File: config.mk
export PLATFORM = sky130hd
export DESIGN_NAME = aet_cell
export DESIGN_NICKNAME = d
export VERILOG_FILES = /design/src/rtl/aet_pkg.sv /design/src/rtl/aet_cell.sv
export SDC_FILE = /design/constraint.sdc
export NUM_CORES = 1
export LEC_CHECK = 0
export ABC_AREA = 1
export BUFFER_PORTS_ARGS = -buffer_cell sky130_fd_sc_hd__clkbuf_2
export CELL_PAD_IN_SITES_DETAIL_PLACEMENT = 1
export CELL_PAD_IN_SITES_GLOBAL_PLACEMENT = 2
export CORE_MARGIN = 3
export CORE_UTILIZATION = 25
export DETAILED_ROUTE_END_ITERATION = 10
export HOLD_SLACK_MARGIN = 0.02
export PLACE_DENSITY_LB_ADDON = 0.1
export SLEW_MARGIN = 20
export SYNTH_ARGS = -nofsm -noshare
export SYNTH_HDL_FRONTEND = slang
export SYNTH_SLANG_ARGS = --single-unit
export TNS_END_PERCENT = 50
File: constraint.sdc
create_clock -name i_clk -period 5.3 [get_ports i_clk]
set_input_delay 0.265 -clock i_clk [delete_from_list [all_inputs] [get_ports i_clk]]
set_output_delay 0.265 -clock i_clk [all_outputs]
set_load 0.05 [all_outputs]
File: src/rtl/aet_pkg.sv
`timescale 1ns / 1ps
package aet_pkg;

    localparam int DEF_MAX_POINTS   = 1024;
    localparam int DEF_CORDIC_STEPS = 16;

    localparam int COORD_W = 32;
    localparam int DIFF_W  = COORD_W + 1;
    localparam int XY_W    = 36;
    localparam int Z_W     = 20;
    localparam int ANG_W   = 21;
    localparam int ACC_W   = 23;
    localparam int IDX_W   = 10;
    localparam int CFG_W   = 1;

    localparam logic [CFG_W-1:0] CFG_OBSERVER_X = 1'b0;
    localparam logic [CFG_W-1:0] CFG_OBSERVER_Y = 1'b1;

    localparam logic signed [ACC_W-1:0] PI_Q      = 23'sd205887;
    localparam logic signed [ACC_W-1:0] TWO_PI_Q  = 23'sd411775;
    localparam logic signed [ACC_W-1:0] FOUR_PI_Q = 23'sd823550;
    localparam logic signed [ACC_W-1:0] JUMP_Q    = 23'sd196608;

    typedef struct packed {
        logic signed [XY_W-1:0]    x;
        logic signed [XY_W-1:0]    y;
        logic signed [Z_W-1:0]     z;
        logic        [COORD_W-1:0] px;
        logic        [COORD_W-1:0] py;
        logic                      last;
        logic                      zero;
    } t_cord;

    function automatic logic signed [Z_W-1:0] atan_q(input int step);
        logic signed [Z_W-1:0] a;
        case (step)
            0:       a = 20'sd51472;
            1:       a = 20'sd30386;
            2:       a = 20'sd16055;
            3:       a = 20'sd8150;
            4:       a = 20'sd4091;
            5:       a = 20'sd2047;
            6:       a = 20'sd1024;
            7:       a = 20'sd512;
            8:       a = 20'sd256;
            9:       a = 20'sd128;
            10:      a = 20'sd64;
            11:      a = 20'sd32;
            12:      a = 20'sd16;
            13:      a = 20'sd8;
            14:      a = 20'sd4;
            15:      a = 20'sd2;
            16:      a = 20'sd1;
            default: a = 20'sd0;
        endcase
        return a;
    endfunction

    function automatic logic signed [ACC_W-1:0] clamp_lim(
        input logic signed [ACC_W-1:0] v,
        input logic signed [ACC_W-1:0] lim
    );
        logic signed [ACC_W-1:0] r;
        if (v > lim) begin
            r = lim;
        end else if (v < -lim) begin
            r = -lim;
        end else begin
            r = v;
        end
        return r;
    endfunction

endpackage

File: src/rtl/aet_cell.sv
`timescale 1ns / 1ps
module aet_cell
    import aet_pkg::*;
#(
    parameter int STEP = 0
) (
    input  logic  i_clk,
    input  logic  i_rst_n,
    input  logic  i_en,
    input  logic  i_valid,
    input  t_cord i_d,
    output logic  o_valid,
    output t_cord o_d
);

    localparam logic signed [Z_W-1:0] ATAN_STEP = atan_q(STEP);

    logic signed [XY_W-1:0] w_xs;
    logic signed [XY_W-1:0] w_ys;
    logic                   r_valid;
    t_cord                  r_d;
    t_cord                  n_d;

    assign w_xs = i_d.x >>> STEP;
    assign w_ys = i_d.y >>> STEP;

    always_comb begin
        n_d = i_d;
        if (i_d.y >= 0) begin
            n_d.x = i_d.x + w_ys;
            n_d.y = i_d.y - w_xs;
            n_d.z = i_d.z + ATAN_STEP;
        end else begin
            n_d.x = i_d.x - w_ys;
            n_d.y = i_d.y + w_xs;
            n_d.z = i_d.z - ATAN_STEP;
        end
    end

    always_ff @(posedge i_clk) begin
        if (!i_rst_n) begin
            r_valid <= 1'b0;
        end else if (i_en) begin
            r_valid <= i_valid;
        end
    end

    always_ff @(posedge i_clk) begin
        if (i_en) begin
            r_d <= n_d;
        end
    end

    assign o_valid = r_valid;
    assign o_d     = r_d;

endmodule

# After elaboration in Yosys (flattened, before gate mapping)
# Cells that the tools add are included.
[totals] ff_bits=159
[classes] order_cmp=1 mux=1 addsub=5
[ops] op="2-to-1 mux 92 bit" n=1
[ops] op="subtractor 36 bit" n=2
[ops] op="adder 36 bit" n=1
[ops] op="greater-or-equal comparator 36 x 1 -> 1 bit (second input constant)" n=1
[ops] op="adder 20 x 17 -> 20 bit (second input constant)" n=1
[ops] op="subtractor 20 x 17 -> 20 bit (second input constant)" n=1

# Longest topological paths before layout
[depth] depth_word=2 mapped_depth=17

# Worst setup path before layout
# Ideal clock, no wire load.
[synth_timing] kind="input -> register" start="input i_d[121] in the netlist's numbering" end="register r_d (netlist bit o_d[82]) (data pin)" setup_ns=0.266 t_arrival_ns=1.898 cell_stages=12 setup_slack_ns=3.136 cell_sequence="buf_6 -> inv_1 -> clkbuf_1 -> buf_2 -> ha_1 -> inv_1 -> o21ai_0 -> inv_1 -> o21ai_0 -> nand2_1 -> o2111ai_1 -> xor2_1"
[synth_lines] item="start, declared" line_no="aet_cell.sv:11" source="input t_cord i_d,"
[synth_lines] item="end signal, assigned" line_no="aet_cell.sv:50" source="r_d <= n_d;"
[synth_lines] item="end, declared" line_no="aet_cell.sv:21" source="t_cord r_d;"

==> flow_summary_export.csv <==
group,metric,value,unit
power,netSwitchingPower,2140,µW
synth,synth_cell_types,51,
critical_path,worstPathRequired,5.54,ns
run,maxCapViolations,0,
drt,route.detailed.drc,0,
die,die_area,56000,µm²
global_route,antenna_found_initial,2,
placement,gp_congestion,0.895,
final_layout,drive_gt1_frac,0.173,
drt,drtPass1Iterations,5,
timing,drv_slew,0,
final_layout,mostFrequentLayoutCells,"542 x nand2_1, 318 x clkbuf_2, 269 x inv_1",
hold_path,worstHoldPathType,"primary input to flip-flop",
synth,synth_top_area_cell,"edfxtp_1",
cts,post_cts_resized,0,
timing,worstMarginPinSlew,1.01,ns
synth,synth_seq_cells,158,
global_route,grt_max_degree,92,
cts,cts_setup_buffers,0,
drt,routedWlPerCell,20.8,µm
placement,hpwl,50100,µm
timing,hold_violations,0,
timing,rsz0062_at_grt,"no",
placement,port_buffers,320,
die,rows,83,
synth,synth_edf_count,157,
global_route,grt_pass1_wl,90400,µm
power,intPower,2680,µW
power,p_seq_frac,0.333,
final_layout,finish.net_count,2484,
drt,dr_total_vias,13600,
final_layout,layout_commonest_cell,"nand2_1",
drt,drt_iter0_drc,718,
drt,routed_wl,60500,µm
power,clock_power_share,0.274,
critical_path,cp_data_arrival_time,2.68,ns
synth,synth_warnings,0,
critical_path,crit_fanout,4,
outcome,outcome,"completed",
synth,async_flop_share,0,
cts,root_buffer,"clkbuf_16",
critical_path,crit_type,"primary input to flip-flop",
cts,clkTransAtPathRegs,0.08,ns
synth,syn_nets,2119,
synth,avgSynthCellArea,7.21,µm²
die,die_h,237,µm
final_layout,area_delta_synth_final,26.6,%
timing,setup_violations,0,
timing,fin_crit_sh,0.459,
die,core_region_area,51900,µm²
power,powerDensity,286,nW/µm²
synth,synth_top_area_share,0.355,
power,switching_share,0.444,
timing,relSlewSlack,0.325,
die,fp.dieW,237,µm
synth,synth_area,13300,µm²
cts,clock_latency,0.48,ns
cts,cts_max_level,4,
synth,synthTopCellsByArea,"edfxtp_1 35%, nand2_1 15%, ha_1 10%, inv_1 7.6%, nand3_1 6.0%",
die,start_util,0.256,
global_route,grtUsageTotal,0.214,
timing,period_needed,2.44,ns
drt,via_per_inst,4.69,
cts,numCtsBuffers,17,
timing,setup-tns-final,0,ns
cts,clockBufferDepth,2,
cts,cts_tree,"done",
timing,fin_skew,0,ns
synth,syn_inst,1845,
drt,drtAntennaViolNets,0,
timing,max_freq,411,MHz
global_route,grt_overflow_total,0,
synth,seq_area_frac_synth,0.356,
power,ir_worst_vdd,0.253,mV
critical_path,start_kind,"primary input",
cts,hold_buffers,73,
global_route,grt_pass1_vias,14700,
timing,hold_ws,0.199,ns
synth,synth_ff_type,"edfxtp_1",
die,io_pins,321,
power,cellLeakagePower,0.00839,µW
cts,clock_sinks,158,
critical_path,end_kind,"flip-flop",
power,power_frac_comb,0.394,
## critical path, stage by stage
cell and delay (ns):
clkbuf_2 0.11, inv_1 0.05, ha_1 0.22, fa_1 0.58, o21ai_0 0.54, nand2_1 0.14, nand2_1 0.14, nand2_1 0.07
nand2_1 0.17, nand2_1 0.12, nand2_1 0.08, nand2_1 0.05, nand3_1 0.08, nand2_1 0.07
## power groups by stage
stage	sequential, µW	clock (µW)	combinational, µW
after global routing	1610	1410	2060
after floorplan	2130	0	740
final	1600	1320	1890
after CTS	1600	1370	1900
after global placement	1620	0	1850
after detailed placement	1630	0	1850
## registers in the layout (all words and copies together), names as in the netlist
signal and count:
o_d 157, o_valid 1
## cell type report
class,instances,area [µm²]
diodes,2,5.00
multi-input cells,1365,7240
well taps,680,851
inverters,271,1020
fillers,6502,35100
repair buffers,397,2370
clock buffers,17,425
clock inverters,15,188
flip-flops and latches,158,4730
## stage by stage
stage,power (µW),cell area (µm²),std cells,utilization,setup WS [ns]
after floorplan,2870,13300,1845,-,3.14
after global placement,3470,15500,2798,0.298,2.33
after detailed placement,3480,15500,2798,0.298,2.29
after CTS,4870,16800,2903,0.324,2.84
after global routing,5090,16800,2905,0.324,2.65
final,4810,16800,2905,0.324,2.86
## cell usage after synthesis, types with 2 or more instances
cell type / instances
inv_1: 270
o21ai_0: 91
buf_1: 4
o211ai_1: 3
a21oi_1: 127
a21o_1: 10
nor4_1: 3
nor3_1: 13
a21boi_0: 4
nor2_2: 6
xnor2_2: 2
fa_1: 3
clkbuf_2: 2
buf_2: 21
nand2_1: 542
o21bai_1: 23
xor2_2: 2
buf_6: 2
nand4_1: 8
nor2_1: 164
ha_1: 109
o21ai_1: 11
nand2_2: 3
buf_4: 15
clkbuf_1: 6
xnor2_1: 3
xor2_1: 37
and2_1: 3
o22ai_1: 11
or2_2: 7
nand3_1: 159
nand3b_1: 2
edfxtp_1: 157
a31oi_1: 5
## cell families (layout without fill, tap and decap cells)
family / after synthesis / count (layout) / share of synthesized area
and+or+nand+nor: 916 / 916 / 0.283
other: 0 / 2 / 0
xor gates and xnor gates: 45 / 45 / 0.0333
muxes: 1 / 1 / 0.000753
DFF: 158 / 158 / 0.356
adders and majority gates: 112 / 112 / 0.107
buffers and inverters: 322 / 700 / 0.0993
AOI/OAI and AO/OA: 291 / 291 / 0.120
## final timing paths
path         slack [ns]        to  depth (start not counted)     start
max                2.86  o_d[154]                         14  i_d[122]
max reg2reg        3.99   o_valid                          3   o_valid
min reg2reg        1.17   o_valid                          3   o_valid
min                0.20  o_d[122]                          3  i_d[122]
## routing by layer
metal / wire [µm] / global-route usage / up-vias
li1: - / - / 6701
met1: 28000 / 0.278 / 6554
met2: 28300 / 0.359 / 311
met3: 2390 / 0.0361 / 67
met4: 1730 / 0.0707 / 0
met5: 0 / 0 / -
Power figures use the tool's default switching activity.
