[src/rtl/aet_pkg.sv]
`timescale 1ns / 1ps
package aet_pkg;

    localparam int DEF_MAX_POINTS   = 1024;
    localparam int DEF_CORDIC_STEPS = 16;

    localparam int COORD_W = 32;
    localparam int DIFF_W  = COORD_W + 1;
    localparam int XY_W    = 36;
    localparam int Z_W     = 20;
    localparam int ANG_W   = 21;
    localparam int ACC_W   = 23;
    localparam int IDX_W   = 10;
    localparam int CFG_W   = 1;

    localparam logic [CFG_W-1:0] CFG_OBSERVER_X = 1'b0;
    localparam logic [CFG_W-1:0] CFG_OBSERVER_Y = 1'b1;

    localparam logic signed [ACC_W-1:0] PI_Q      = 23'sd205887;
    localparam logic signed [ACC_W-1:0] TWO_PI_Q  = 23'sd411775;
    localparam logic signed [ACC_W-1:0] FOUR_PI_Q = 23'sd823550;
    localparam logic signed [ACC_W-1:0] JUMP_Q    = 23'sd196608;

    typedef struct packed {
        logic signed [XY_W-1:0]    x;
        logic signed [XY_W-1:0]    y;
        logic signed [Z_W-1:0]     z;
        logic        [COORD_W-1:0] px;
        logic        [COORD_W-1:0] py;
        logic                      last;
        logic                      zero;
    } t_cord;

    function automatic logic signed [Z_W-1:0] atan_q(input int step);
        logic signed [Z_W-1:0] a;
        case (step)
            0:       a = 20'sd51472;
            1:       a = 20'sd30386;
            2:       a = 20'sd16055;
            3:       a = 20'sd8150;
            4:       a = 20'sd4091;
            5:       a = 20'sd2047;
            6:       a = 20'sd1024;
            7:       a = 20'sd512;
            8:       a = 20'sd256;
            9:       a = 20'sd128;
            10:      a = 20'sd64;
            11:      a = 20'sd32;
            12:      a = 20'sd16;
            13:      a = 20'sd8;
            14:      a = 20'sd4;
            15:      a = 20'sd2;
            16:      a = 20'sd1;
            default: a = 20'sd0;
        endcase
        return a;
    endfunction

    function automatic logic signed [ACC_W-1:0] clamp_lim(
        input logic signed [ACC_W-1:0] v,
        input logic signed [ACC_W-1:0] lim
    );
        logic signed [ACC_W-1:0] r;
        if (v > lim) begin
            r = lim;
        end else if (v < -lim) begin
            r = -lim;
        end else begin
            r = v;
        end
        return r;
    endfunction

endpackage

[src/rtl/aet_prep.sv]
`timescale 1ns / 1ps
module aet_prep
    import aet_pkg::*;
(
    input  logic               i_clk,
    input  logic               i_rst_n,
    input  logic               i_en,
    input  logic               i_valid,
    input  logic [COORD_W-1:0] i_point_x,
    input  logic [COORD_W-1:0] i_point_y,
    input  logic               i_last_point,
    input  logic [COORD_W-1:0] i_obs_x,
    input  logic [COORD_W-1:0] i_obs_y,
    output logic               o_valid,
    output t_cord              o_d
);

    logic                      r_v1;
    logic signed [DIFF_W-1:0]  r_dx;
    logic signed [DIFF_W-1:0]  r_dy;
    logic        [COORD_W-1:0] r_px;
    logic        [COORD_W-1:0] r_py;
    logic                      r_last;
    logic signed [DIFF_W-1:0]  n_dx;
    logic signed [DIFF_W-1:0]  n_dy;
    logic signed [XY_W-1:0]    w_xe;
    logic signed [XY_W-1:0]    w_ye;
    logic                      r_v2;
    t_cord                     r_d;
    t_cord                     n_d;

    assign n_dx = $signed({i_point_x[COORD_W-1], i_point_x}) - $signed({i_obs_x[COORD_W-1], i_obs_x});
    assign n_dy = $signed({i_point_y[COORD_W-1], i_point_y}) - $signed({i_obs_y[COORD_W-1], i_obs_y});

    assign w_xe = XY_W'(r_dx);
    assign w_ye = XY_W'(r_dy);

    always_comb begin
        n_d      = '0;
        n_d.px   = r_px;
        n_d.py   = r_py;
        n_d.last = r_last;
        n_d.zero = (r_dx == '0) && (r_dy == '0);
        if (r_dx < 0) begin
            n_d.x = -w_xe;
            n_d.y = -w_ye;
            n_d.z = (r_dy >= 0) ? Z_W'(PI_Q) : Z_W'(-PI_Q);
        end else begin
            n_d.x = w_xe;
            n_d.y = w_ye;
            n_d.z = '0;
        end
    end

    always_ff @(posedge i_clk) begin
        if (!i_rst_n) begin
            r_v1 <= 1'b0;
            r_v2 <= 1'b0;
        end else if (i_en) begin
            r_v1 <= i_valid;
            r_v2 <= r_v1;
        end
    end

    always_ff @(posedge i_clk) begin
        if (i_en) begin
            r_dx   <= n_dx;
            r_dy   <= n_dy;
            r_px   <= i_point_x;
            r_py   <= i_point_y;
            r_last <= i_last_point;
            r_d    <= n_d;
        end
    end

    assign o_valid = r_v2;
    assign o_d     = r_d;

endmodule

[config.mk]
export PLATFORM = sky130hd
export DESIGN_NAME = aet_prep
export DESIGN_NICKNAME = d
export VERILOG_FILES = /design/src/rtl/aet_pkg.sv /design/src/rtl/aet_prep.sv
export SDC_FILE = /design/constraint.sdc
export NUM_CORES = 1
export LEC_CHECK = 0
export ABC_CLOCK_PERIOD_IN_PS = 3630
export BUFFER_PORTS_ARGS = -buffer_cell sky130_fd_sc_hd__buf_2
export CAP_MARGIN = 10
export CORE_UTILIZATION = 29
export DETAILED_ROUTE_END_ITERATION = 8
export GPL_ROUTABILITY_DRIVEN = 1
export SYNTH_ARGS = -nofsm -noshare
export SYNTH_HDL_FRONTEND = slang
export SYNTH_SLANG_ARGS = --single-unit
[constraint.sdc]
create_clock -name i_clk -period 3.63 [get_ports i_clk]
set_input_delay 0.5445 -clock i_clk [delete_from_list [all_inputs] [get_ports i_clk]]
set_output_delay 0.5445 -clock i_clk [all_outputs]
set_load 0.02 [all_outputs]
* Yosys cells after proc, flatten, opt, wreduce, memory -nomap -nowiden *
Index checks and enable logic that the tools add are counted.

cells by class
  shifts and indexed selects = 0
  equality and inequality tests = 0
  $add $sub $neg = 4
  multiply operators = 0
  reductions and logical operators = 3
  divide/modulo/power cells = 0
  magnitude comparators = 2
  mux-type cells = 2
  bitwise gates (word level) = 0

operator list
  kind                                                                number
  2-to-1 mux 92 bit                                                   1
  negator 33 -> 36 bit                                                2
  logical NOT 33 bit                                                  2
  subtractor 32 x 32 -> 33 bit                                        2
  greater-or-equal comparator 33 x 1 -> 1 bit, second input constant  1
  less-than comparator 33 x 1 -> 1 bit, second input constant         1
  2-to-1 mux 20 bit                                                   1
  logical AND 1 bit                                                   1

word-level totals
  bits in latches = 0
  memories = 0
  memory bits (read-only) = 0
  logic and storage cells = 25
  output and inout bits = 159
  bits in registers = 291
  bits in writable memories = 0
  input bits = 133

* Depth between registers and ports, before layout *
  depth in word-level cells = 3
  gate-level depth with buffers = 11
  depth with buffers taken out = 11

* Least setup slack after synthesis *
Ideal clock, no wire load.

  path type = in2reg
  start = input port i_point_x[0]
  end = register r_dx[22], data pin
  buffers on the path = 0
  data arrival time = 2704 ps
  setup time = 260 ps
  setup slack = 665 ps
  stages = 11
  required time = 3370 ps
  cells stage by stage = inv_1 > ha_1 > fa_1 > and2b_1 > o211ai_1 > a21oi_1 > a21boi_0 > o211a_1 > o41ai_1 > a41oi_1 > xnor2_1

on the way
  cells in the longest elaborated chain, start to end = 1

RTL lines
  element                       RTL line        text
  start, declared               aet_prep.sv:9   input logic [COORD_W-1:0] i_point_x,
  subtractor 32 x 32 -> 33 bit  aet_prep.sv:32  assign n_dx = $signed({i_point_x[COORD_W-1], i_point_x}) - $signed({i_obs_x[COORD_W-1], i_obs_x});
  named net n_dx[22]            aet_prep.sv:24  logic signed [DIFF_W-1:0] n_dx;
  end signal, assigned          aet_prep.sv:67  r_dx <= n_dx;
  end, declared                 aet_prep.sv:19  logic signed [DIFF_W-1:0] r_dx;

The timed path passes the listed nets, and every way through them passes these cells.
A chain may end at the register's enable or synchronous reset.

* Final worst setup path *
  start = register r_dx[7]
  end = register r_d (netlist bit o_d[154]), data pin

on the way
  cells in the longest elaborated chain, start to end = 2
  elaborated cells between the ends (all ways) = 3
  classes of those cells = add/sub: 1; order compare: 1; mux: 1

RTL lines
  element                                                                              RTL line                        text
  negator 33 -> 36 bit / less-than comparator 33 x 1 -> 1 bit (equally long branches)  aet_prep.sv:45, aet_prep.sv:44
  2-to-1 mux 92 bit (*)                                                                aet_prep.sv:44                  if (r_dx < 0) begin
  end signal, assigned                                                                 aet_prep.sv:72                  r_d <= n_d;
  end, declared                                                                        aet_prep.sv:29                  t_cord r_d;

Mark *: on every way between the ends. The rest lies on a longest branch, timed or not.

==> results.yml <==
run_status:
  status: "finished clean"
timing:
  min_period_over_period_pct: 81.2
  setup_violations: 0
  finalMaxSlewViolations: 0
  clock_skew_ps: 25.4
  fmax_mhz: 339
  setup-tns-final_ps: 0
  slew_headroom_pct: 38.6
  fin_ws_ps: 683
  tightest_slew_ps: 921
  fin_crit_ps: 2950
  final-hold-violation-count: 0
  rsz0062_at_grt: "no"
clock_network:
  cts_hold_buffers: 0
  clock_path_buffers: 3
  clk_pin_slew_ps: 50
  cts_tree: "yes"
  clock_latency_ps: 550
  cts_setup_buffers: 0
  cts.root.buffer_cell: "clkbuf_16"
  post_cts_resized: 0
  clock-sinks: 274
  tritoncts.num_buffers: 35
  htree_num_levels: 2
floorplanning:
  dieArea_sq_mm: 0.0471
  core_sq_mm: 0.0455
  fp.dieW_um: 217
  die-height_um: 217
  rows: 78
  initial_core_util_pct: 29.5
  io_pins: 292
critical_path:
  r2r_setup_slack_ps: 680
  timing.rr.end: "o_d[154]"
  start_kind: "flop"
  crit_fanout: 6
  ff2ff_path_depth: 7
  required_ps: 3900
  path_buf_inv: 0
  end_kind: "flop"
  cp_cell_sequence: "or4_1, nor2_1, nand3_1, or4_4, nor4_1, ha_1, and2_1"
  max_stage_delay_ps: 690
  r2r-start: "r_dx[7]"
  critPathArrivalTime_ps: 3220
  crit_slowest_cell: "or4_1"
  crit_family: "simple AND/OR/NAND/NOR gates"
  path_class: "flop to flop"
layout:
  fillers: 4531
  final_area_sq_mm: 0.0166
  drive_gt1_share_pct: 26.7
  nets: 1541
  final_cells: 1962
  area_growth_pct: 24.0
power_and_ir_drop:
  power_density_mw_per_mm2: 554
  power_switching_mw: 2.53
  switching_share_pct: 27.5
  p_seq_share_pct: 45.5
  power.total_mw: 9.21
  max-vdd-ir-drop_mv: 0.312
  power.internal_mw: 6.67
  power_frac_clock_pct: 36.7
  leakagePower_nw: 6.72
  combPwrFrac_pct: 17.8
detailed_routing:
  drtIter0Drc: 526
  routed-via-count: 9143
  post_drt_wl_per_cell_um: 16.3
  post_drt_via_cell_ratio: 4.66
  firstDrtPassIters: 5
  drc: 0
  wirelength_um: 32000
  ant_nets: 0
yosys:
  synth_fa_ha_area_share_pct: 6.64
  yosysTopAreaCell: "edfxtp_1"
  yosysWarnings: 0
  synth_top_family_by_area: "compound AO/OA/AOI/OAI gates"
  synth-xor-area-share_pct: 7.51
  synth-main-ff-cell: "edfxtp_1"
  synth_seq_area_share_pct: 61.2
  syn_inst: 1035
  synth_area_sq_mm: 0.0134
  synthArstFlopShare_pct: 0
  synth_edf_count: 272
  synth-compound-area-share_pct: 12.4
  synth_area_leaders: "edfxtp_1 (61%), ha_1 (6.3%), xnor2_1 (6.2%), inv_1 (2.4%), a21oi_1 (2.3%)"
  avgSynthCellArea_sq_um: 13.0
  synthTopCellsByCount: "edfxtp_1 (272), xnor2_1 (95), inv_1 (85)"
  synth_mux_area_share_pct: 0.224
  netlist.area_leader.share_pct: 60.9
  ys_types: 71
  synth-simple-area-share_pct: 7.94
  synth-seq-cells: 274
  yosysMostFrequentCell: "edfxtp_1"
placement:
  dp_slack_ps: 182
  dp.cells: 1901
  io_buffers: 291
  place_hpwl_um: 24300
  place_congestion: 0.894
  dpl-instance-area_sq_mm: 0.0155
worst_hold_path:
  hp-start: "i_last_point"
  min_path_cells: 1
  hold_path_end: "r_last"
  hold_path.class: "input pin to flop"
global_route:
  grt_max_degree: 106
  grt_pass1_wl_um: 49400
  antenna_found_initial: 0
  track_usage_pct: 13.4
  grt_pass1_vias: 9013
  gr-total-overflow: 0
flow_run:
  maxCapViolations: 0
## area by class of cell
cell class / count / area [sq um] / share of cell area, %
Tap cell: 600 / 751 / 4.51
Sequential cell: 274 / 8210 / 49.3
Clock buffer: 42 / 902 / 5.42
Multi-Input combinational cell: 639 / 4670 / 28.1
Antenna cell: 1 / 2.50 / 0.0150
Timing Repair Buffer: 303 / 1590 / 9.58
Inverter: 85 / 319 / 1.92
Clock inverter: 18 / 190 / 1.14
## metal layers
layer | vias up | routed length [um] | track usage (%)
li1 | 4466 | - | -
met1 | 4370 | 14800 | 18.0
met2 | 261 | 14700 | 21.2
met3 | 46 | 1920 | 3.21
met4 | 0 | 686 | 4.39
met5 | - | 0 | 0
## sequential cells by signal, indices dropped and copies added, names as in the netlist
name / count
r_v1: 1
o_valid: 1
r_px: 32
o_d: 141
r_last: 1
r_dy: 33
r_dx: 33
r_py: 32
## per-stage QoR
step,hold WS (ps),utilization (%)
floorplan,400,-
global placement,401,34.2
detailed placement,405,34.2
CTS,149,36.6
global route,158,36.6
finish,180,36.6
## cells in the final DEF, fill, tap and decap left out, types with 11 or more instances in the layout
cell type,synthesis,final
o31ai_1,20,20
nand3_1,18,18
inv_1,85,85
a21o_1,28,28
o21a_1,15,15
xor2_1,20,20
a21oi_1,62,62
edfxtp_1,272,272
buf_2,1,290
clkbuf_16,0,35
xnor2_1,95,95
o21ai_0,54,54
nand2_1,59,59
nor2b_1,13,13
ha_1,68,68
nor2_1,27,27
nor3_1,11,11
## worst register-to-register path: cells and delay by family, from the launching register on
| kind | cells | cell delay [ps] |
|---|---|---|
| AND/OR/NAND/NOR | 6 | 1950 |
| flip-flops | 1 | 440 |
| adder cells (fa/ha/maj) | 1 | 290 |
## worst max path at each step
stage / startpoint / to / cells after the start
floorplan: i_point_x[0] / r_dx[22] / 11
global placement: i_point_x[0] / r_dx[32] / 12
detailed placement: i_point_x[0] / r_dx[22] / 12
CTS: r_dx[7] / o_d[154] / 7
global route: r_dx[7] / o_d[154] / 7
finish: r_dx[7] / o_d[154] / 7
## power by group through the flow
| stage | registers, mW | clock network [mW] | logic [mW] |
|---|---|---|---|
| after global placement | 4.24 | 0 | 1.64 |
| after global routing | 4.23 | 3.60 | 1.80 |
| final | 4.19 | 3.38 | 1.64 |
| after floorplan | 4.45 | 0 | 0.839 |
| after detailed placement | 4.25 | 0 | 1.66 |
| after CTS | 4.19 | 3.49 | 1.66 |
## cells by family (layout without fill, tap and decap cells)
family / after synthesis / count (layout)
AOI/OAI and AO/OA: 251 / 251
xor gates and xnor gates: 115 / 115
adders and majority gates: 70 / 70
buffers and inverters: 124 / 448
DFF: 274 / 274
muxes: 3 / 3
other: 1 / 4
and+or+nand+nor: 197 / 197
(Power assumes the default switching activity.)
