File: config.mk
export PLATFORM = sky130hd
export DESIGN_NAME = aet_track
export DESIGN_NICKNAME = d
export VERILOG_FILES = /design/src/rtl/aet_pkg.sv /design/src/rtl/aet_track.sv
export SDC_FILE = /design/constraint.sdc
export NUM_CORES = 1
export LEC_CHECK = 0
export ABC_AREA = 0
export BUFFER_PORTS_ARGS = -buffer_cell sky130_fd_sc_hd__buf_2
export CAP_MARGIN = 20
export CELL_PAD_IN_SITES_DETAIL_PLACEMENT = 1
export CELL_PAD_IN_SITES_GLOBAL_PLACEMENT = 1
export CORE_ASPECT_RATIO = 0.9
export CORE_MARGIN = 2
export CORE_UTILIZATION = 50
export DETAILED_ROUTE_END_ITERATION = 8
export HOLD_SLACK_MARGIN = 0.02
export MAX_ROUTING_LAYER = met4
export PLACE_DENSITY_LB_ADDON = 0.1
export SLEW_MARGIN = 30
export SYNTH_ARGS = -nofsm -noshare
export SYNTH_HDL_FRONTEND = slang
export SYNTH_SLANG_ARGS = --single-unit
File: constraint.sdc
create_clock -name i_clk -period 41 [get_ports i_clk]
set_input_delay 8.2 -clock i_clk [delete_from_list [all_inputs] [get_ports i_clk]]
set_output_delay 8.2 -clock i_clk [all_outputs]
set_load 0.005 [all_outputs]
File: src/rtl/aet_pkg.sv
`timescale 1ns / 1ps
package aet_pkg;

    localparam int DEF_MAX_POINTS   = 1024;
    localparam int DEF_CORDIC_STEPS = 16;

    localparam int COORD_W = 32;
    localparam int DIFF_W  = COORD_W + 1;
    localparam int XY_W    = 36;
    localparam int Z_W     = 20;
    localparam int ANG_W   = 21;
    localparam int ACC_W   = 23;
    localparam int IDX_W   = 10;
    localparam int CFG_W   = 1;

    localparam logic [CFG_W-1:0] CFG_OBSERVER_X = 1'b0;
    localparam logic [CFG_W-1:0] CFG_OBSERVER_Y = 1'b1;

    localparam logic signed [ACC_W-1:0] PI_Q      = 23'sd205887;
    localparam logic signed [ACC_W-1:0] TWO_PI_Q  = 23'sd411775;
    localparam logic signed [ACC_W-1:0] FOUR_PI_Q = 23'sd823550;
    localparam logic signed [ACC_W-1:0] JUMP_Q    = 23'sd196608;

    typedef struct packed {
        logic signed [XY_W-1:0]    x;
        logic signed [XY_W-1:0]    y;
        logic signed [Z_W-1:0]     z;
        logic        [COORD_W-1:0] px;
        logic        [COORD_W-1:0] py;
        logic                      last;
        logic                      zero;
    } t_cord;

    function automatic logic signed [Z_W-1:0] atan_q(input int step);
        logic signed [Z_W-1:0] a;
        case (step)
            0:       a = 20'sd51472;
            1:       a = 20'sd30386;
            2:       a = 20'sd16055;
            3:       a = 20'sd8150;
            4:       a = 20'sd4091;
            5:       a = 20'sd2047;
            6:       a = 20'sd1024;
            7:       a = 20'sd512;
            8:       a = 20'sd256;
            9:       a = 20'sd128;
            10:      a = 20'sd64;
            11:      a = 20'sd32;
            12:      a = 20'sd16;
            13:      a = 20'sd8;
            14:      a = 20'sd4;
            15:      a = 20'sd2;
            16:      a = 20'sd1;
            default: a = 20'sd0;
        endcase
        return a;
    endfunction

    function automatic logic signed [ACC_W-1:0] clamp_lim(
        input logic signed [ACC_W-1:0] v,
        input logic signed [ACC_W-1:0] lim
    );
        logic signed [ACC_W-1:0] r;
        if (v > lim) begin
            r = lim;
        end else if (v < -lim) begin
            r = -lim;
        end else begin
            r = v;
        end
        return r;
    endfunction

endpackage

File: src/rtl/aet_track.sv
`timescale 1ns / 1ps
module aet_track
    import aet_pkg::*;
#(
    parameter int MAX_POINTS = DEF_MAX_POINTS
) (
    input  logic               i_clk,
    input  logic               i_rst_n,
    input  logic               i_en,
    input  logic               i_valid,
    input  t_cord              i_d,
    output logic               o_out_valid,
    output logic [COORD_W-1:0] o_min_x,
    output logic [COORD_W-1:0] o_min_y,
    output logic [IDX_W-1:0]   o_min_index,
    output logic [COORD_W-1:0] o_max_x,
    output logic [COORD_W-1:0] o_max_y,
    output logic [IDX_W-1:0]   o_max_index
);

    localparam int                CNT_W   = $clog2(MAX_POINTS);
    localparam logic [CNT_W-1:0]  CNT_TOP = CNT_W'(MAX_POINTS - 1);

    logic                      r_first;
    logic [CNT_W-1:0]          r_count;
    logic signed [ANG_W-1:0]   r_prev;
    logic signed [ANG_W-1:0]   r_wrap;
    logic signed [ANG_W-1:0]   r_least;
    logic signed [ANG_W-1:0]   r_great;
    logic [COORD_W-1:0]        r_lx;
    logic [COORD_W-1:0]        r_ly;
    logic [COORD_W-1:0]        r_gx;
    logic [COORD_W-1:0]        r_gy;
    logic [CNT_W-1:0]          r_lpos;
    logic [CNT_W-1:0]          r_gpos;

    logic [CNT_W-1:0]          n_count;
    logic signed [ANG_W-1:0]   n_prev;
    logic signed [ANG_W-1:0]   n_wrap;
    logic signed [ANG_W-1:0]   n_least;
    logic signed [ANG_W-1:0]   n_great;
    logic [COORD_W-1:0]        n_lx;
    logic [COORD_W-1:0]        n_ly;
    logic [COORD_W-1:0]        n_gx;
    logic [COORD_W-1:0]        n_gy;
    logic [CNT_W-1:0]          n_lpos;
    logic [CNT_W-1:0]          n_gpos;

    logic signed [ACC_W-1:0]   w_raw;
    logic signed [ACC_W-1:0]   w_ang0;
    logic signed [ACC_W-1:0]   w_del;
    logic signed [ACC_W-1:0]   w_ang;
    logic signed [ACC_W-1:0]   w_wrap;

    logic                      r_out_valid;
    logic [COORD_W-1:0]        r_min_x;
    logic [COORD_W-1:0]        r_min_y;
    logic [CNT_W+IDX_W-1:0]    r_min_idx;
    logic [COORD_W-1:0]        r_max_x;
    logic [COORD_W-1:0]        r_max_y;
    logic [CNT_W+IDX_W-1:0]    r_max_idx;

    always_comb begin
        w_raw  = i_d.zero ? '0 : clamp_lim(ACC_W'(i_d.z), PI_Q);
        w_ang0 = clamp_lim(w_raw + ACC_W'(r_wrap), FOUR_PI_Q);
        w_del  = w_ang0 - ACC_W'(r_prev);
        w_wrap = ACC_W'(r_wrap);
        w_ang  = w_ang0;
        if (w_del > JUMP_Q) begin
            w_wrap = clamp_lim(ACC_W'(r_wrap) - TWO_PI_Q, FOUR_PI_Q);
            w_ang  = clamp_lim(w_ang0 - TWO_PI_Q, FOUR_PI_Q);
        end else if (w_del < -JUMP_Q) begin
            w_wrap = clamp_lim(ACC_W'(r_wrap) + TWO_PI_Q, FOUR_PI_Q);
            w_ang  = clamp_lim(w_ang0 + TWO_PI_Q, FOUR_PI_Q);
        end

        n_prev  = r_prev;
        n_wrap  = r_wrap;
        n_least = r_least;
        n_great = r_great;
        n_lx    = r_lx;
        n_ly    = r_ly;
        n_gx    = r_gx;
        n_gy    = r_gy;
        n_lpos  = r_lpos;
        n_gpos  = r_gpos;
        if (!r_first) begin
            n_wrap  = '0;
            n_prev  = ANG_W'(w_raw);
            n_least = ANG_W'(w_raw);
            n_great = ANG_W'(w_raw);
            n_lx    = i_d.px;
            n_ly    = i_d.py;
            n_gx    = i_d.px;
            n_gy    = i_d.py;
            n_lpos  = r_count;
            n_gpos  = r_count;
        end else begin
            n_wrap = ANG_W'(w_wrap);
            n_prev = ANG_W'(w_ang);
            if (w_ang > ACC_W'(r_great)) begin
                n_great = ANG_W'(w_ang);
                n_gx    = i_d.px;
                n_gy    = i_d.py;
                n_gpos  = r_count;
            end
            if (w_ang < ACC_W'(r_least)) begin
                n_least = ANG_W'(w_ang);
                n_lx    = i_d.px;
                n_ly    = i_d.py;
                n_lpos  = r_count;
            end
        end
        n_count = (r_count != CNT_TOP) ? r_count + 1'b1 : r_count;
    end

    always_ff @(posedge i_clk) begin
        if (!i_rst_n) begin
            r_first     <= 1'b0;
            r_count     <= '0;
            r_wrap      <= '0;
            r_out_valid <= 1'b0;
        end else if (i_en) begin
            r_out_valid <= i_valid && i_d.last;
            if (i_valid) begin
                if (i_d.last) begin
                    r_first <= 1'b0;
                    r_count <= '0;
                    r_wrap  <= '0;
                end else begin
                    r_first <= 1'b1;
                    r_count <= n_count;
                    r_wrap  <= n_wrap;
                end
            end
        end
    end

    always_ff @(posedge i_clk) begin
        if (i_en && i_valid) begin
            r_prev  <= n_prev;
            r_least <= n_least;
            r_great <= n_great;
            r_lx    <= n_lx;
            r_ly    <= n_ly;
            r_gx    <= n_gx;
            r_gy    <= n_gy;
            r_lpos  <= n_lpos;
            r_gpos  <= n_gpos;
            if (i_d.last) begin
                r_min_x   <= n_lx;
                r_min_y   <= n_ly;
                r_min_idx <= {{IDX_W{1'b0}}, n_lpos};
                r_max_x   <= n_gx;
                r_max_y   <= n_gy;
                r_max_idx <= {{IDX_W{1'b0}}, n_gpos};
            end
        end
    end

    assign o_out_valid = r_out_valid;
    assign o_min_x     = r_min_x;
    assign o_min_y     = r_min_y;
    assign o_min_index = r_min_idx[IDX_W-1:0];
    assign o_max_x     = r_max_x;
    assign o_max_y     = r_max_y;
    assign o_max_index = r_max_idx[IDX_W-1:0];

endmodule

== Word-level counts from Yosys, hierarchy flattened ==
Index checks and enable logic that the tools add are counted.
Widths: inputs -> output; s select.
Cells by class
  divide/modulo/power cells: 0
  bitwise logic cells: 0
  add/sub/neg operators: 7
  magnitude comparators: 16
  reductions and logical operators: 9
  eq/ne operators: 4
  shifts and indexed selects: 0
  muxes and demuxes: 39
  multipliers: 0
Operators by type and width (number)
  $mux 21: 13
  $mux 32: 8
  $mux 23: 11
  $gt 23x21->1 const B: 3
  $lt 23x21->1 const B: 3
  $mux 10: 6
  $gt 22x21->1 const B: 2
  $lt 22x21->1 const B: 2
  $add 23x20->23 const B: 1
  $add 23x21->23: 1
  $gt 23x19->1 const B: 1
  $gt 23x21->1: 1
  $lt 23x19->1 const B: 1
  $lt 23x21->1: 1
  $sub 23x20->23 const B: 1
  $sub 23x21->23: 1
  $add 21x20->22 const B: 1
  $sub 21x20->22 const B: 1
  $gt 20x19->1 const B: 1
  $lt 20x19->1 const B: 1
  $add 10x1->10 const B: 1
  $ne 10x10->1 const B: 1
  $reduce_and 2->1: 4
  $reduce_and 3->1: 2
  other kinds (5): 7
Storage, ports and cells
  memories kept: 0
  bits in writable memories: 0
  register bits: 392
  latch bits: 0
  input bits: 162
  memory bits (read-only): 0
  output and inout bits: 149
  word-level logic and storage cells: 94

== Logic depth before layout (Yosys ltp) ==
Gate-level depths: netlist of the first run.
  word-level depth: 17
  depth in mapped cells: 68
  depth with buffers taken out: 59

== Worst setup path before layout of the first run ==
OpenSTA, ideal clock, no wires.
  kind: in2reg
  start point: input i_d[69] in the netlist's numbering
  end point: register r_great[0] (enable)
  buffers on the path: 10
  required time: 40.620 ns
  setup time: 0.380 ns
  arrival: 20.983 ns
  cell stages on the path: 62
  slack: 19.637 ns
  cells stage by stage: or4_1 > nor3_1 > o21bai_1 > a31oi_1 > nor2_1 > o311ai_0 > ha_1 > clkbuf_1 > clkbuf_1 > nor2_1 > a21oi_1 > ha_1 > fa_1 > a21o_1 > a221oi_4 > o21bai_1 > xor2_1 > nand2_1 > [... 26 more ...] > o32a_1 > ha_1 > nor2b_1 > o21ai_0 > nand2b_1 > a21oi_1 > nor2b_1 > o21ai_0 > nand2b_1 > a21oi_1 > o21a_1 > o21ai_0 > a21oi_1 > o21ai_0 > o21ai_0 > clkbuf_1 > clkbuf_1 > and2_1
On the way
  longest elaborated chain between the ends: 17
  elaborated cells on any way between the ends: 28
  those cells by class: add/sub: 4; order compare: 11; eq/ne: 1; mux: 11; reduce/logical: 1
Ends and longest elaborated chain
  from (decl): line aet_track.sv:11  | input t_cord i_d,
  $lt 20x19->1: line aet_pkg.sv:66  | end else if (v < -lim) begin
  $mux 23: line aet_pkg.sv:66
  $mux 23 *: line aet_pkg.sv:64  | if (v > lim) begin
  $mux 23 *: line aet_track.sv:64  | w_raw = i_d.zero ? '0 : clamp_lim(ACC_W'(i_d.z), PI_Q);
  $add 23x21->23 *: line aet_track.sv:65  | w_ang0 = clamp_lim(w_raw + ACC_W'(r_wrap), FOUR_PI_Q);
  $lt 23x21->1: line aet_pkg.sv:66
  $mux 23: line aet_pkg.sv:66
  $mux 23 *: line aet_pkg.sv:64
  $add 23x20->23: line aet_track.sv:74  | w_ang = clamp_lim(w_ang0 + TWO_PI_Q, FOUR_PI_Q);
  $lt 23x21->1: line aet_pkg.sv:66
  $mux 23: line aet_pkg.sv:66
  $mux 23: line aet_pkg.sv:64
  $mux 23: line aet_track.sv:72  | end else if (w_del < -JUMP_Q) begin
  $mux 23 *: line aet_track.sv:69  | if (w_del > JUMP_Q) begin
  $gt 23x21->1 *: line aet_track.sv:101  | if (w_ang > ACC_W'(r_great)) begin
  $ne 2x1->1 (no source line) *
  $reduce_and 2->1 (no source line) *
  to (signal assigned): line aet_track.sv:143  | r_great <= n_great;
  to (decl): line aet_track.sv:29  | logic signed [ANG_W-1:0] r_great;
Mark *: on every way between the ends. The rest lies on a longest branch, timed or not.
A chain may end at the register's enable or synchronous reset.

== Final worst setup path of the first run ==
  start point: input i_d[69] in the netlist's numbering
  end point: register r_min_y[8], in the netlist o_min_y[8] (data pin)
On the way
  longest elaborated chain between the ends: 17
  elaborated cells on any way between the ends: 28
  those cells by class: add/sub: 4; order compare: 11; mux: 13
Ends and longest elaborated chain
  $lt 20x19->1: line aet_pkg.sv:66
  $mux 23: line aet_pkg.sv:66
  $mux 23 *: line aet_pkg.sv:64
  $mux 23 *: line aet_track.sv:64
  $add 23x21->23 *: line aet_track.sv:65
  $lt 23x21->1: line aet_pkg.sv:66
  $mux 23: line aet_pkg.sv:66
  $mux 23 *: line aet_pkg.sv:64
  [... 2 more ...]
  $mux 23: line aet_pkg.sv:66
  $mux 23: line aet_pkg.sv:64
  $mux 23: line aet_track.sv:72
  $mux 23 *: line aet_track.sv:69
  $lt 23x21->1 *: line aet_track.sv:107  | if (w_ang < ACC_W'(r_least)) begin
  $mux 32 *: line aet_track.sv:107
  $mux 32 *: line aet_track.sv:87  | if (!r_first) begin
  via n_ly[8]: line aet_track.sv:43  | logic [COORD_W-1:0] n_ly;
  to (signal assigned): line aet_track.sv:152  | r_min_y <= n_ly;
  to (decl): line aet_track.sv:57  | logic [COORD_W-1:0] r_min_y;
The timed path passes the listed nets; every way through them passes the cells marked *.

==> flow_metrics.env, run 1 <==
export IMPL_outcome="finished, final reports clean"
export IMPL_relSlewSlack_pct=33.94
export IMPL_place_congestion=0.9448
export IMPL_die_w_um=228.1
export IMPL_synth_largest_area_cell="edfxtp_1"
export IMPL_cts_tree="yes"
export IMPL_place_hpwl_mm=49.62
export IMPL_grt_pass1_vias=17900
export IMPL_ant_nets=0
export IMPL_yosys_warnings=0
export IMPL_async_flop_share_pct=0
export IMPL_wl_per_cell_um=23.97
export IMPL_grt_busiest_layer="met2"
export IMPL_layout_nets=2478
export IMPL_grt_util_all_layers_pct=29.65
export IMPL_grt_first_pass_wirelength_mm=105.4
export IMPL_drv_cap=0
export IMPL_setup_violations=0
export IMPL_initial_utilization_pct=50.90
export IMPL_use_met1_pct=38.12
export IMPL_drive_above_1_share_pct=21.98
export IMPL_fin_crit_ps=23020
export IMPL_clockBufferDepth=3
export IMPL_vias_per_cell=6.052
export IMPL_htreeDepth=2
export IMPL_clkTransAtPathRegs_ps=60
export IMPL_hp_start="r_lx[25]$_DFFE_PP_"
export IMPL_reg2reg_from="r_wrap[4]$_SDFFE_PN0P_"
export IMPL_final_min_period_over_clock_period_pct=56.14
export IMPL_worstPathRequired_ps=41300
export IMPL_pwr_density_cell_nw_per_um2=47.91
export IMPL_grt_util_met2_pct=48.93
export IMPL_synthFlopType="edfxtp_1"
export IMPL_whs_ps=560.8
export IMPL_max_freq_mhz=43.44
export IMPL_die_h_um=205.7
export IMPL_p_leak_nw=9.802
export IMPL_netlist_area_um2=22590
export IMPL_slew_violations=0
export IMPL_crit_path_max_fanout=61
export IMPL_cts_inserted_buffers=42
export IMPL_synth_edff_count=359
export IMPL_cts_sinks=392
export IMPL_critPathArrivalTime_ps=23320
export IMPL_synth_distinct_cells=103
export IMPL_hp_class="flip-flop to flip-flop"
export IMPL_slowest_stage="buf_4"
export IMPL_synth_top_cell_area_share_pct=47.71
export IMPL_syn_mean_instance_area_um2=11.25
export IMPL_worst_pin_slew_ps=989.9
export IMPL_cts_hold_buffers_added=0
export IMPL_met3_usage_pct=4.282
export IMPL_wirelength_mm=68.37
export IMPL_worstSetupPathType="input port to flip-flop"
export IMPL_final_cell_mix="359 x edfxtp_1, 238 x buf_2, 129 x nand2_1, 122 x mux2_2, 121 x nor2_1"
export IMPL_coreArea_um2=44390
export IMPL_skew_ps=21.71
export IMPL_grt_start_max_net_pins=101
export IMPL_cp_common_cell="ha_1"
export IMPL_syn_nets=2273
export IMPL_worstSkewPairLatency_ps=570
export IMPL_rsz0062_at_grt="no"
export IMPL_ys_seq_area_share_pct=50.64
export IMPL_drc=0
export IMPL_crit_start="i_d[69]"
export IMPL_layout_commonest_cell="edfxtp_1"
export IMPL_timing_hold_violations_final=0
export IMPL_rows=73
export IMPL_slowest_delay_ps=840
export IMPL_cp_end_kind="flip-flop"
export IMPL_ys_ff_latch=392
export IMPL_area_delta_synth_final_pct=13.79
export IMPL_antenna_found_initial=4
export IMPL_io_pins=311
export IMPL_synth_area_top_cells="edfxtp_1 48%, mux2_2 6.1%, ha_1 5.5%, dfxtp_1 2.9%, a21oi_1 2.5%"
export IMPL_synthCells=2009
export IMPL_setup_tns_ps=0
export IMPL_dieArea_um2=46910
export IMPL_io_buffer_count=238
export IMPL_drt_iter0_drc=1360
export IMPL_first_pass_iters=5
export IMPL_cts_root_buf="clkbuf_16"
export IMPL_cts_resized=0
export IMPL_post_cts_buffers=0
export IMPL_vias=17260
export IMPL_critPathLaunchType="input port"
export IMPL_ir_drop_mv=0.03597
export IMPL_overflow=0
[cell families (layout without fill, tap and decap cells)]
group,count (synthesis),count (layout),synth area share (%)
adders and majority gates,102,102,5.715
DFF,392,392,50.64
buffers and inverters,203,442,3.710
other,0,4,0
and+or+nand+nor,555,555,12.55
muxes,184,184,9.098
xor gates and xnor gates,86,86,3.428
AOI/OAI and AO/OA,487,487,14.86
[worst max-delay path: cells and delay by family]
kind                       cells  cell delay (ps)
muxes                          1              440
buffers and inverters          7             2160
adders and majority gates      6             2230
and+or+nand+nor               15             2910
xor gates and xnor gates       1              410
AOI/OAI and AO/OA             24             6810
[per-layer routing]
metal / up-vias / share of wire, %
met5: - / 0
met4: 0 / 2.5
met3: 107 / 5.7
met2: 491 / 49
met1: 8663 / 43
li1: 8000 / -
[state kept, by name, summed over array words and instances, names as in the netlist]
signal / cells
r_lpos: 10
o_max_x: 32
o_min_y: 32
r_gx: 32
r_first: 1
r_prev: 21
o_max_y: 32
o_out_valid: 1
r_max_idx: 10
r_great: 21
r_min_idx: 10
r_count: 10
r_least: 21
r_wrap: 21
r_lx: 32
r_ly: 32
o_min_x: 32
r_gpos: 10
r_gy: 32
[path summary, 6_finish.rpt]
path	end	cells past startpoint	slack, ps
setup / recovery	o_min_y[8]$_DFFE_PP_	54	17980
hold / removal	o_min_x[25]$_DFFE_PP_	1	560
setup reg to reg	o_min_y[8]$_DFFE_PP_	44	27370
hold reg to reg	o_min_x[25]$_DFFE_PP_	1	560
[synth_stat cells (34+ instances only)]
library cell and number:
a21oi_1 115, clkbuf_1 80, edfxtp_1 359, ha_1 100, inv_1 102, mux2_1 49
mux2_2 122, nand2_1 129, nand2b_1 35, nand3_1 37, nor2_1 123, nor2b_1 34
nor3_1 46, o21ai_0 94, xnor2_1 62
[through the flow]
step / total power, mW / std cells / utilization (%) / setup slack [ps] / area [um2]
after global routing: 1.287 / 2851 / 57.91 / 17050 / 25710
after floorplan: 0.7394 / 2009 / - / 19640 / 22590
after detailed placement: 0.8477 / 2770 / 54.73 / 17660 / 24300
after global placement: 0.8289 / 2770 / 54.72 / 18070 / 24290
final: 1.232 / 2852 / 57.92 / 17980 / 25710
after CTS: 1.234 / 2848 / 57.86 / 18170 / 25680
[power breakdown]
part | switching [mW] | total (mW) | internal [mW]
registers | 0.00818 | 0.481 | 0.473
logic | 0.233 | 0.371 | 0.138
clock network | 0.161 | 0.380 | 0.219
total | 0.402 | 1.23 | 0.829
[cell type report]
type                       instances  area, um2
multi-input combinational       1414      10360
tap                              600      750.7
antenna                            4      10.01
inverter                         103      394.1
clock buffer                      50       1101
clock inverter                    28      285.3
fill                            4815      18680
sequential                       392      11440
timing repair buffer             261       1371
No activity file was read; power rests on OpenSTA's default activity.
==> run 2: changes to the inputs <==
--- a/config.mk
+++ b/config.mk
@@ -12,7 +12,7 @@
 export CELL_PAD_IN_SITES_GLOBAL_PLACEMENT = 1
 export CORE_ASPECT_RATIO = 0.9
 export CORE_MARGIN = 2
-export CORE_UTILIZATION = 50
+export CORE_UTILIZATION = 42
 export DETAILED_ROUTE_END_ITERATION = 8
 export HOLD_SLACK_MARGIN = 0.02
 export MAX_ROUTING_LAYER = met4
==> constraint.sdc (replaced) <==
create_clock -name i_clk -period 21 [get_ports i_clk]
set_input_delay 4.2 -clock i_clk [delete_from_list [all_inputs] [get_ports i_clk]]
set_output_delay 4.2 -clock i_clk [all_outputs]
set_load 0.005 [all_outputs]
==> flow_metrics.env, run 2 (synthesis results as in run 1) <==
export IMPL_critPathArrivalTime_ps=18270
export IMPL_wl_per_cell_um=22.59
export IMPL_layout_commonest_cell="edfxtp_1"
export IMPL_ant_nets=0
export IMPL_initial_utilization_pct=42.59
export IMPL_first_pass_iters=5
export IMPL_grt_first_pass_wirelength_mm=103.5
export IMPL_hp_class="flip-flop to flip-flop"
export IMPL_critPathLaunchType="input port"
export IMPL_die_w_um=248.5
export IMPL_io_pins=311
export IMPL_outcome="finished, final reports clean"
export IMPL_final_min_period_over_clock_period_pct=85.99
export IMPL_skew_ps=24.74
export IMPL_drive_above_1_share_pct=21.85
export IMPL_final_cell_mix="359 x edfxtp_1, 238 x buf_2, 129 x nand2_1, 122 x mux2_2, 121 x nor2_1"
export IMPL_cp_top_family="compound AO/OA/AOI/OAI gates"
export IMPL_whs_ps=542.5
export IMPL_cts_inserted_buffers=41
export IMPL_multiInputGateArea_um2=10350
export IMPL_fin_cells=2947
export IMPL_p_switching_mw=0.7664
export IMPL_layout_nets=2480
export IMPL_setup_tns_ps=0
export IMPL_clockBufferDepth=3
export IMPL_place_hpwl_mm=48.83
export IMPL_cts_hold_buffers_added=0
export IMPL_setup_violations=0
export IMPL_slew_violations=0
export IMPL_area_delta_synth_final_pct=14.07
export IMPL_vias_per_cell=5.754
export IMPL_seqCellArea_um2=11440
export IMPL_path_buf_inv=8
export IMPL_worstSetupPathType="input port to flip-flop"
export IMPL_p_leak_nw=9.788
export IMPL_ir_drop_mv=0.07551
export IMPL_htreeDepth=2
export IMPL_clkTransAtPathRegs_ps=60
export IMPL_cts_tree="yes"
export IMPL_worst_pin_slew_ps=1001
export IMPL_clockPowerShare_pct=30.1
export IMPL_cts_root_buf="clkbuf_16"
export IMPL_slowest_delay_ps=660
export IMPL_vias=16960
export IMPL_relSlewSlack_pct=32.63
export IMPL_max_freq_mhz=55.38
export IMPL_fin_crit_ps=18060
export IMPL_grt_start_max_net_pins=77
export IMPL_dp_cells=2870
export IMPL_cp_end_kind="flip-flop"
export IMPL_grt_util_all_layers_pct=24.36
export IMPL_pwr_share_seq_pct=39.7
export IMPL_drt_iter0_drc=1082
export IMPL_coreArea_um2=53050
export IMPL_cts_resized=0
export IMPL_antenna_found_initial=2
export IMPL_place_congestion=0.8833
export IMPL_p_comb_share_pct=30.2
export IMPL_worstSkewPairLatency_ps=570
export IMPL_post_cts_buffers=0
export IMPL_dieArea_um2=55670
export IMPL_grt_pass1_vias=17550
export IMPL_die_h_um=224.0
export IMPL_io_buffer_count=238
export IMPL_timing_hold_violations_final=0
export IMPL_crit_path_max_fanout=75
export IMPL_drc=0
export IMPL_fillCellCount=5768
export IMPL_rows=80
export IMPL_overflow=0
export IMPL_drv_cap=0
export IMPL_rsz0062_at_grt="no"
export IMPL_worstPathRequired_ps=21220
export IMPL_switching_share_pct=32.50
export IMPL_slowest_stage="a211oi_1"
export IMPL_cts_sinks=392
export IMPL_wirelength_mm=66.57
export IMPL_cp_common_cell="ha_1"
export IMPL_p_int_mw=1.592
export IMPL_pwr_density_cell_nw_per_um2=91.51
## run 2: changes by cell type in the layout (fill, tap and decap cells not counted), moves of 2 or more
cell / before / now
clkinvlp_4: 2 / 0
clkbuf_1: 6 / 8
clkinv_8: 2 / 0
inv_6: 0 / 4
clkbuf_8: 2 / 0
buf_12: 0 / 3
## run 2: routing by layer
| layer | vias to the layer above | GRT usage, % | part of all wire (%) |
|---|---|---|---|
| li1 | 8008 | - | - |
| met3 | 84 | 6.147 | 6.4 |
| met2 | 355 | 38.28 | 47 |
| met5 | - | - | 0 |
| met1 | 8509 | 31.31 | 44 |
| met4 | 0 | 6.799 | 2.6 |
## run 2: power groups by stage
stage	combinational, mW	sequential [mW]	clock (mW)
final	0.713	0.937	0.709
after global routing	0.791	0.942	0.755
after CTS	0.712	0.937	0.733
after detailed placement	0.704	0.953	0
after global placement	0.680	0.951	0
after floorplan	0.491	0.952	0
## run 2: area by class of cell
type	instances	area share, %
flip-flops and latches	392	44.39
multi-input cells	1414	40.16
repair buffers	264	5.539
clock buffers	49	4.097
well taps	697	3.384
inverters	103	1.519
clock inverters	25	0.8787
diodes	3	0.02913
## run 2: final timing paths
path                                 from                      end  slack [ps]  depth (start not counted)
setup reg to reg   r_wrap[4]$_SDFFE_PN0P_    r_least[18]$_DFFE_PP_        8290                         46
setup / recovery                  i_d[69]    r_least[18]$_DFFE_PP_        2940                         57
hold reg to reg   r_count[8]$_SDFFE_PN0P_  r_count[8]$_SDFFE_PN0P_         540                          2
hold / removal    r_count[8]$_SDFFE_PN0P_  r_count[8]$_SDFFE_PN0P_         540                          2
## run 2: worst min-delay path, delay by kind of cell (launching register included)
family         cells  cell delay [ps]
AO/OA/AOI/OAI      2              150
flip-flops         1              350
## run 2: metrics by stage
step | utilization, % | area [um2] | worst slack [ps] | total power [mW]
3_3_place_gp | 46.09 | 24450 | 2832 | 1.631
4_1_cts | 48.56 | 25760 | 2995 | 2.382
2_1_floorplan | - | 22590 | 3637 | 1.444
3_5_place_dp | 46.14 | 24480 | 2481 | 1.657
6_report | 48.58 | 25770 | 2943 | 2.359
5_1_grt | 48.58 | 25770 | 1767 | 2.488
